[src/rtl/psw_pkg.sv]
// Shared types and constants for the priority schedule wait-time block.
// Used by the core and its testbench; no dependencies.
`default_nettype none

package psw_pkg;

    localparam int NUM_W   = 7;
    localparam int FIELD_W = 16;
    localparam int TIME_W  = 22;
    localparam int MEAN_W  = 30;
    localparam int FRAC_W  = 8;

    typedef struct packed {
        logic [FIELD_W-1:0] burst_time;
        logic [FIELD_W-1:0] priority_level;
        logic               last_job;
    } t_in_beat;

    typedef struct packed {
        logic [NUM_W-1:0]   job_number;
        logic [FIELD_W-1:0] job_burst;
        logic [FIELD_W-1:0] job_priority;
        logic [TIME_W-1:0]  wait_time;
        logic [TIME_W-1:0]  finish_time;
        logic [MEAN_W-1:0]  mean_wait_fx;
        logic [MEAN_W-1:0]  mean_finish_fx;
        logic               final_result;
        logic               capacity_exceeded;
    } t_out_beat;

    typedef enum logic [3:0] {
        ST_IDLE,
        ST_SORT_RD,
        ST_SORT_KEY,
        ST_SORT_CMP,
        ST_SORT_PUT,
        ST_SUM_RD,
        ST_SUM,
        ST_DIVW_GO,
        ST_DIVW_RUN,
        ST_DIVF_GO,
        ST_DIVF_RUN,
        ST_OUT_RD,
        ST_OUT
    } t_state;

endpackage

`default_nettype wire

[src/rtl/psw_store.sv]
// Job store: one write port, one read port with registered read data.
// No package dependencies.
`default_nettype none

module psw_store #(
    parameter int WIDTH = 39,
    parameter int DEPTH = 64,
    parameter int AW    = 6
) (
    input  wire logic             i_clk,
    input  wire logic             i_we,
    input  wire logic [AW-1:0]    i_waddr,
    input  wire logic [WIDTH-1:0] i_wdata,
    input  wire logic [AW-1:0]    i_raddr,
    output logic      [WIDTH-1:0] o_rdata
);

    logic [WIDTH-1:0] r_mem [DEPTH];

    always_ff @(posedge i_clk) begin
        if (i_we) begin
            r_mem[i_waddr] <= i_wdata;
        end
    end

    always_ff @(posedge i_clk) begin
        o_rdata <= r_mem[i_raddr];
    end

endmodule

`default_nettype wire

[src/rtl/psw_div.sv]
// Restoring divider, one quotient bit per cycle.
// No package dependencies.
`default_nettype none

module psw_div #(
    parameter int DVD_W = 38,
    parameter int DVS_W = 7
) (
    input  wire logic             i_clk,
    input  wire logic             i_rst_n,
    input  wire logic             i_start,
    input  wire logic [DVD_W-1:0] i_dividend,
    input  wire logic [DVS_W-1:0] i_divisor,
    output logic                  o_done,
    output logic      [DVD_W-1:0] o_quotient
);

    localparam int CW = $clog2(DVD_W + 1);

    logic             r_busy, n_busy;
    logic             r_done, n_done;
    logic [CW-1:0]    r_cnt, n_cnt;
    logic [DVD_W-1:0] r_q, n_q;
    logic [DVS_W-1:0] r_rem, n_rem;
    logic [DVS_W-1:0] r_d, n_d;
    logic [DVS_W:0]   rem_sh;
    logic [DVS_W:0]   diff;
    logic             ge;

    assign rem_sh = {r_rem, r_q[DVD_W-1]};
    assign diff   = rem_sh - {1'b0, r_d};
    assign ge     = rem_sh >= {1'b0, r_d};

    always_comb begin
        n_busy = r_busy;
        n_done = 1'b0;
        n_cnt  = r_cnt;
        n_q    = r_q;
        n_rem  = r_rem;
        n_d    = r_d;
        if (i_start) begin
            n_busy = 1'b1;
            n_cnt  = CW'(DVD_W);
            n_q    = i_dividend;
            n_rem  = '0;
            n_d    = i_divisor;
        end else if (r_busy) begin
            n_q   = {r_q[DVD_W-2:0], ge};
            n_rem = ge ? diff[DVS_W-1:0] : rem_sh[DVS_W-1:0];
            n_cnt = r_cnt - CW'(1);
            if (r_cnt == CW'(1)) begin
                n_busy = 1'b0;
                n_done = 1'b1;
            end
        end
    end

    always_ff @(posedge i_clk) begin
        if (!i_rst_n) begin
            r_busy <= 1'b0;
            r_done <= 1'b0;
            r_cnt  <= '0;
        end else begin
            r_busy <= n_busy;
            r_done <= n_done;
            r_cnt  <= n_cnt;
        end
    end

    always_ff @(posedge i_clk) begin
        r_q   <= n_q;
        r_rem <= n_rem;
        r_d   <= n_d;
    end

    assign o_done     = r_done;
    assign o_quotient = r_q;

endmodule

`default_nettype wire

[src/rtl/priority_schedule_wait_times_core.sv]
// Non-preemptive priority scheduler: loads jobs, sorts them by priority and
// reports wait and finish times. Depends on psw_pkg, psw_store and psw_div.
//
// Jobs load one beat per cycle while busy is low; a beat with a zero burst or
// zero priority is ignored except for its last flag. After the last beat the
// block raises busy, unless no job was stored, and works through n stored
// jobs: an insertion sort over the store (skipped for a single job), a
// prefix-sum pass, two averages on one shared bit-serial divider, then n
// results on consecutive cycles, each marked by o_strobe for one cycle.
// The receiver cannot stall; busy drops with the last result.
`default_nettype none

module priority_schedule_wait_times_core #(
    parameter int MAX_JOBS      = 64,
    parameter int BURST_BITS    = 16,
    parameter int PRIORITY_BITS = 16
) (
    input  wire logic                 i_clk,
    input  wire logic                 i_rst_n,
    input  wire logic                 start,
    output logic                      busy,
    input  wire psw_pkg::t_in_beat    i_job,
    output logic                      o_strobe,
    output psw_pkg::t_out_beat        o_result
);

    localparam int IDX_W = $clog2(MAX_JOBS);
    localparam int CNT_W = $clog2(MAX_JOBS + 1);
    localparam int ENT_W = psw_pkg::NUM_W + PRIORITY_BITS + BURST_BITS;
    localparam int ACC_W = BURST_BITS + CNT_W;
    localparam int SUM_W = BURST_BITS + 2 * CNT_W;
    localparam int DVD_W = SUM_W + psw_pkg::FRAC_W;
    localparam int P_LO  = BURST_BITS;
    localparam int N_LO  = BURST_BITS + PRIORITY_BITS;

    psw_pkg::t_state r_state, n_state;

    logic [CNT_W-1:0]          r_count, n_count;
    logic                      r_dropped, n_dropped;
    logic [CNT_W-1:0]          r_i, n_i;
    logic [IDX_W-1:0]          r_j, n_j;
    logic [ENT_W-1:0]          r_key, n_key;
    logic [ACC_W-1:0]          r_acc, n_acc;
    logic [SUM_W-1:0]          r_sum_w, n_sum_w;
    logic [psw_pkg::MEAN_W-1:0] r_mean_w, n_mean_w;
    logic [psw_pkg::MEAN_W-1:0] r_mean_f, n_mean_f;
    logic                      r_strobe, n_strobe;
    psw_pkg::t_out_beat        r_out, n_out;

    logic             we;
    logic [IDX_W-1:0] waddr;
    logic [ENT_W-1:0] wdata;
    logic [IDX_W-1:0] raddr;
    logic [ENT_W-1:0] rdata;

    logic             div_start;
    logic             div_done;
    logic [DVD_W-1:0] div_dividend;
    logic [DVD_W-1:0] div_quot;
    logic [SUM_W-1:0] sum_f;

    logic                     accept;
    logic [BURST_BITS-1:0]    in_burst;
    logic [PRIORITY_BITS-1:0] in_prio;
    logic                     in_valid;
    logic                     room;
    logic [CNT_W-1:0]         count_after;
    logic [CNT_W-1:0]         i_next;
    logic [BURST_BITS-1:0]    rd_burst;

    psw_store #(
        .WIDTH (ENT_W),
        .DEPTH (MAX_JOBS),
        .AW    (IDX_W)
    ) u_store (
        .i_clk   (i_clk),
        .i_we    (we),
        .i_waddr (waddr),
        .i_wdata (wdata),
        .i_raddr (raddr),
        .o_rdata (rdata)
    );

    psw_div #(
        .DVD_W (DVD_W),
        .DVS_W (CNT_W)
    ) u_div (
        .i_clk      (i_clk),
        .i_rst_n    (i_rst_n),
        .i_start    (div_start),
        .i_dividend (div_dividend),
        .i_divisor  (r_count),
        .o_done     (div_done),
        .o_quotient (div_quot)
    );

    assign busy        = (r_state != psw_pkg::ST_IDLE);
    assign accept      = start && !busy;
    assign in_burst    = BURST_BITS'(i_job.burst_time);
    assign in_prio     = PRIORITY_BITS'(i_job.priority_level);
    assign in_valid    = (in_burst != '0) && (in_prio != '0);
    assign room        = (r_count < CNT_W'(MAX_JOBS));
    assign count_after = r_count + CNT_W'(in_valid && room);
    assign i_next      = r_i + CNT_W'(1);
    assign rd_burst    = rdata[BURST_BITS-1:0];
    assign sum_f       = r_sum_w + SUM_W'(r_acc);
    assign div_dividend = (r_state == psw_pkg::ST_DIVW_GO) ?
                          {r_sum_w, psw_pkg::FRAC_W'(0)} : {sum_f, psw_pkg::FRAC_W'(0)};

    always_comb begin
        n_state   = r_state;
        n_count   = r_count;
        n_dropped = r_dropped;
        n_i       = r_i;
        n_j       = r_j;
        n_key     = r_key;
        n_acc     = r_acc;
        n_sum_w   = r_sum_w;
        n_mean_w  = r_mean_w;
        n_mean_f  = r_mean_f;
        n_strobe  = 1'b0;
        n_out     = r_out;
        we        = 1'b0;
        waddr     = r_j;
        wdata     = r_key;
        raddr     = '0;
        div_start = 1'b0;
        unique case (r_state)
            psw_pkg::ST_IDLE: begin
                waddr = r_count[IDX_W-1:0];
                wdata = {psw_pkg::NUM_W'(r_count + CNT_W'(1)), in_prio, in_burst};
                if (accept) begin
                    we        = in_valid && room;
                    n_count   = count_after;
                    n_dropped = r_dropped || (in_valid && !room);
                    if (i_job.last_job) begin
                        n_i = CNT_W'(1);
                        if (count_after == '0) begin
                            n_dropped = 1'b0;
                        end else if (count_after == CNT_W'(1)) begin
                            n_state = psw_pkg::ST_SUM_RD;
                        end else begin
                            n_state = psw_pkg::ST_SORT_RD;
                        end
                    end
                end
            end
            psw_pkg::ST_SORT_RD: begin
                raddr   = r_i[IDX_W-1:0];
                n_state = psw_pkg::ST_SORT_KEY;
            end
            psw_pkg::ST_SORT_KEY: begin
                n_key   = rdata;
                n_j     = r_i[IDX_W-1:0];
                raddr   = r_i[IDX_W-1:0] - IDX_W'(1);
                n_state = psw_pkg::ST_SORT_CMP;
            end
            psw_pkg::ST_SORT_CMP: begin
                if (rdata[N_LO-1:P_LO] > r_key[N_LO-1:P_LO]) begin
                    we    = 1'b1;
                    waddr = r_j;
                    wdata = rdata;
                    n_j   = r_j - IDX_W'(1);
                    if (r_j == IDX_W'(1)) begin
                        n_state = psw_pkg::ST_SORT_PUT;
                    end else begin
                        raddr = r_j - IDX_W'(2);
                    end
                end else begin
                    n_state = psw_pkg::ST_SORT_PUT;
                end
            end
            psw_pkg::ST_SORT_PUT: begin
                we  = 1'b1;
                n_i = i_next;
                if (i_next == r_count) begin
                    n_state = psw_pkg::ST_SUM_RD;
                end else begin
                    raddr   = i_next[IDX_W-1:0];
                    n_state = psw_pkg::ST_SORT_KEY;
                end
            end
            psw_pkg::ST_SUM_RD: begin
                raddr   = '0;
                n_i     = '0;
                n_acc   = '0;
                n_sum_w = '0;
                n_state = psw_pkg::ST_SUM;
            end
            psw_pkg::ST_SUM: begin
                n_sum_w = r_sum_w + SUM_W'(r_acc);
                n_acc   = r_acc + ACC_W'(rd_burst);
                n_i     = i_next;
                if (i_next == r_count) begin
                    n_state = psw_pkg::ST_DIVW_GO;
                end else begin
                    raddr = i_next[IDX_W-1:0];
                end
            end
            psw_pkg::ST_DIVW_GO: begin
                div_start = 1'b1;
                n_state   = psw_pkg::ST_DIVW_RUN;
            end
            psw_pkg::ST_DIVW_RUN: begin
                if (div_done) begin
                    n_mean_w = psw_pkg::MEAN_W'(div_quot);
                    n_state  = psw_pkg::ST_DIVF_GO;
                end
            end
            psw_pkg::ST_DIVF_GO: begin
                div_start = 1'b1;
                n_state   = psw_pkg::ST_DIVF_RUN;
            end
            psw_pkg::ST_DIVF_RUN: begin
                if (div_done) begin
                    n_mean_f = psw_pkg::MEAN_W'(div_quot);
                    n_state  = psw_pkg::ST_OUT_RD;
                end
            end
            psw_pkg::ST_OUT_RD: begin
                raddr   = '0;
                n_i     = '0;
                n_acc   = '0;
                n_state = psw_pkg::ST_OUT;
            end
            psw_pkg::ST_OUT: begin
                n_strobe                = 1'b1;
                n_out.job_number        = rdata[ENT_W-1:N_LO];
                n_out.job_burst         = psw_pkg::FIELD_W'(rd_burst);
                n_out.job_priority      = psw_pkg::FIELD_W'(rdata[N_LO-1:P_LO]);
                n_out.wait_time         = psw_pkg::TIME_W'(r_acc);
                n_out.finish_time       = psw_pkg::TIME_W'(r_acc + ACC_W'(rd_burst));
                n_out.mean_wait_fx      = r_mean_w;
                n_out.mean_finish_fx    = r_mean_f;
                n_out.final_result      = (i_next == r_count);
                n_out.capacity_exceeded = r_dropped;
                n_acc                   = r_acc + ACC_W'(rd_burst);
                n_i                     = i_next;
                if (i_next == r_count) begin
                    n_count   = '0;
                    n_dropped = 1'b0;
                    n_state   = psw_pkg::ST_IDLE;
                end else begin
                    raddr = i_next[IDX_W-1:0];
                end
            end
            default: begin
                n_state = psw_pkg::ST_IDLE;
            end
        endcase
    end

    always_ff @(posedge i_clk) begin
        if (!i_rst_n) begin
            r_state   <= psw_pkg::ST_IDLE;
            r_count   <= '0;
            r_dropped <= 1'b0;
            r_strobe  <= 1'b0;
        end else begin
            r_state   <= n_state;
            r_count   <= n_count;
            r_dropped <= n_dropped;
            r_strobe  <= n_strobe;
        end
    end

    always_ff @(posedge i_clk) begin
        r_i      <= n_i;
        r_j      <= n_j;
        r_key    <= n_key;
        r_acc    <= n_acc;
        r_sum_w  <= n_sum_w;
        r_mean_w <= n_mean_w;
        r_mean_f <= n_mean_f;
        r_out    <= n_out;
    end

    assign o_strobe = r_strobe;
    assign o_result = r_out;

endmodule

`default_nettype wire

[config.mk]
export PLATFORM = sky130hd
export DESIGN_NAME = priority_schedule_wait_times_core
export DESIGN_NICKNAME = d
export VERILOG_FILES = /design/src/rtl/psw_pkg.sv /design/src/rtl/psw_store.sv /design/src/rtl/psw_div.sv /design/src/rtl/priority_schedule_wait_times_core.sv
export SDC_FILE = /design/constraint.sdc
export NUM_CORES = 2
export LEC_CHECK = 0
export BUFFER_PORTS_ARGS = -buffer_cell sky130_fd_sc_hd__buf_4
export CELL_PAD_IN_SITES_DETAIL_PLACEMENT = 1
export CELL_PAD_IN_SITES_GLOBAL_PLACEMENT = 1
export CORE_MARGIN = 1
export CORE_UTILIZATION = 53
export DETAILED_ROUTE_END_ITERATION = 16
export PLACE_DENSITY = 0.79
export SYNTH_ARGS = -nofsm -noshare
export SYNTH_HDL_FRONTEND = slang
export SYNTH_SLANG_ARGS = --single-unit
[constraint.sdc]
create_clock -name i_clk -period 15.6 [get_ports i_clk]
set_input_delay 2.34 -clock i_clk [delete_from_list [all_inputs] [get_ports i_clk]]
set_output_delay 2.34 -clock i_clk [all_outputs]
set_load 0.01 [all_outputs]
==> flow_metrics.tcl <==
set metrics [dict create \
    start_util_pct 53.3 \
    power.total_mw 27.6 \
    worstSetupPathType "reg -> reg" \
    post_cts_buffers 0 \
    drtAntennaViolNets 0 \
    postLayoutCellArea_sq_mm 0.130 \
    placed_cell_area_sq_mm 0.121 \
    grt_pass1_wl_mm 551 \
    drt_wl_total_mm 386 \
    rsz0062_at_grt "false" \
    status "complete, but fails checks" \
    synth-edff-count 2851 \
    hold-path-endpoint "o_result[23]" \
    min_path_type "reg -> reg" \
    setup_viol 0 \
    nNetsFinal 8628 \
    track_usage_pct 34.5 \
    h-tree-depth 5 \
    place_ws_ns 8.71 \
    final_common_cell "edfxtp_1" \
    ys_seq_area_share_pct 75.1 \
    io_buffers 182 \
    critPathArrivalTime_ns 8.09 \
    yosysTopAreaCell "edfxtp_1" \
    critPathLaunchType "flip-flop" \
    async_flop_share_pct 0 \
    rr_endpoint "u_store.o_rdata[37]" \
    drc 0 \
    fmax_mhz 138 \
    timing.max_cap.violations 1 \
    drv_slew 15 \
    syn_area_sq_mm 0.116 \
    final_cell_mix "2851 x edfxtp_1, 2062 x nand2_1, 760 x nand3_1" \
    synth_area_leaders "edfxtp_1 74%, nand2_1 6.8%, nand3_1 3.3%, mux2i_1 2.5%, dfxtp_1 1.2%" \
    grtUsageMet2_pct 55.5 \
    fin_crit_sh_pct 46.4 \
    fillCellCount 20200 \
    worstPathRequired_ns 16.45 \
    rr_worst_depth 14 \
    die_h_um 469 \
    path_max_fanout 76 \
    fin_util_pct 59.9 \
    end_kind "flip-flop" \
    core_region_area_sq_mm 0.217 \
    path_clk_slew_ns 0.06 \
    period_minus_slack_ns 7.24 \
    rows 171 \
    drt_iter0_drc 10800 \
    clkLatencyLatePin_ns 0.97 \
    cts_hold_buf 0 \
    setup_slack_ns 8.36 \
    ys_seq_elements 2918 \
    crit_path_frequent_cell "buf_4" \
    cp.buffers_inverters 3 \
    post_cts_resized 0 \
    p_leak_nw 44.9 \
    placed_cells 11100 \
    setup_tns_ns 0 \
    worst_slew_pin_slew_ns 1.50 \
    drive_gt1_share_pct 10.5 \
    syn_avg_cell_area_sq_um 13.9 \
    pin_count 183 \
    die_x_um 469 \
    synth.top_cell.area_share_pct 73.9 \
    dr.pass1.iters 5 \
    crit_path_cell_trace "nand3b_1, nor2_1, a21boi_1, and3_1, a221o_4, buf_4, buf_4, buf_4, nand2_1, a31oi_1, nand4_1, a21oi_1, nor4_1, o32ai_1" \
    syn2layout_area_growth_pct 12.3 \
    yosysUniqueCellTypes 83 \
    failed_checks "capacitance limit, slew limit" \
    reg2reg_slack_ns 8.36 \
    cts_root_buf "clkbuf_16" \
    min_path_cells 0 \
    min_from "r_mean_f[21]" \
    timing.rr.start "r_state[1]" \
    yosysWarnings 0 \
    synthCells 8358 \
    power_density_mw_per_mm2 212 \
    grt_max_degree 166 \
    slowest_stage "dfxtp_1" \
    cts.path.max_buffers 4 \
    antenna_found_initial 31 \
    max_stage_delay_ns 0.86 \
    hold_slack_ns 0.419 \
    grt_busiest_layer "met2" \
    grt_pass1_vias 80000 \
    hpwl_mm 216 \
    numCtsBuffers 302 \
    regArea_sq_mm 0.0870 \
    wl_per_cell_um 33.3 \
    vias 77600 \
    overflow 0 \
    globalplace.congestion 0.905 \
    multiInputGateArea_sq_mm 0.0271 \
    slew_headroom_pct -0.151 \
    syn-num-nets 8470 \
    gr-usage-met3_pct 8.59 \
    fin_cells 11600 \
    hold_viol_final 0 \
    grtUsageMet1_pct 43.9 \
    synthFlopType "edfxtp_1" \
    skew_ns 0.0672 \
    critPathTopFamily "buffers and inverters" \
    cts_tree "yes" \
    clock-sinks 2918 \
    ir_drop_mv 0.202 \
    via_per_inst 6.69 \
    die-area_sq_mm 0.220 \
]
==> kinds of logic (layout without fill, tap and decap cells) <==
logic type | after synthesis | count (layout) | share of synthesized area (%)
AND/OR/NAND/NOR | 3396 | 3396 | 12.6
AO/OA/AOI/OAI | 1026 | 1026 | 6.22
multiplexers | 295 | 295 | 2.55
adder cells (fa/ha/maj) | 76 | 76 | 0.840
XOR/XNOR | 74 | 74 | 0.583
other | 0 | 6 | 0
buffers and inverters | 573 | 952 | 2.18
flip-flops | 2918 | 2918 | 75.1
==> layer usage <==
layer | up-vias | share of wire [%]
li1 | 31600 | -
met1 | 39600 | 36
met2 | 5230 | 47
met3 | 1094 | 11
met4 | 30 | 5.1
met5 | - | 0.057
==> sequential cells by signal (all words and copies together) (netlist names), 23 cells and up <==
signal / cells
u_store.r_mem: 2496
o_result: 145
r_key: 39
u_store.o_rdata: 39
u_div.o_quotient: 38
r_mean_f: 30
r_mean_w: 30
r_sum_w: 30
r_acc: 23
==> worst max path at each step <==
stage / start / endpoint / slack [ns] / depth (start not counted)
CTS: r_state[1] / u_store.o_rdata[37] / 8.61 / 14
detailed placement: r_state[1] / u_store.o_rdata[37] / 8.71 / 13
floorplan: r_state[2] / r_dropped / 1.96 / 6
global route: r_state[1] / u_store.o_rdata[37] / 8.12 / 14
finish: r_state[1] / u_store.o_rdata[37] / 8.36 / 14
global placement: r_i[0] / u_store.o_rdata[7] / 8.92 / 16
==> report_power, final <==
| part | internal (mW) | switching (mW) | leakage (nW) |
|---|---|---|---|
| logic | 2.21 | 7.58 | 14.0 |
| clock network | 4.03 | 2.99 | 4.54 |
| registers | 10.4 | 0.341 | 26.3 |
| total | 16.7 | 10.9 | 44.9 |
==> area by class of cell <==
cell class	instances	share of cell area, %
clock buffers	395	6.29
clock inverters	130	0.887
flip-flops and latches	2918	66.9
multi-input cells	4867	20.8
diodes	6	0.0115
inverters	67	0.193
well taps	2854	2.75
repair buffers	360	2.17
==> Yosys cell counts (20+ instances only) <==
library cell,n
edfxtp_1,2851
nand2_1,2099
nand3_1,760
mux2i_1,291
clkbuf_1,258
a21oi_1,195
nor2_1,182
a31oi_1,178
buf_2,168
and3_1,110
a32oi_1,109
nor3_1,94
o21ai_0,94
ha_1,73
dfxtp_1,67
inv_1,67
o22ai_1,67
o221ai_1,51
nand4_1,48
a22oi_1,44
a221oi_1,43
buf_1,42
xnor2_1,41
a311oi_1,35
a32o_1,33
o211ai_1,32
buf_4,31
xor2_1,31
nor2b_1,21
a21o_1,20
Note: power is estimated with default switching activity, not from simulation.
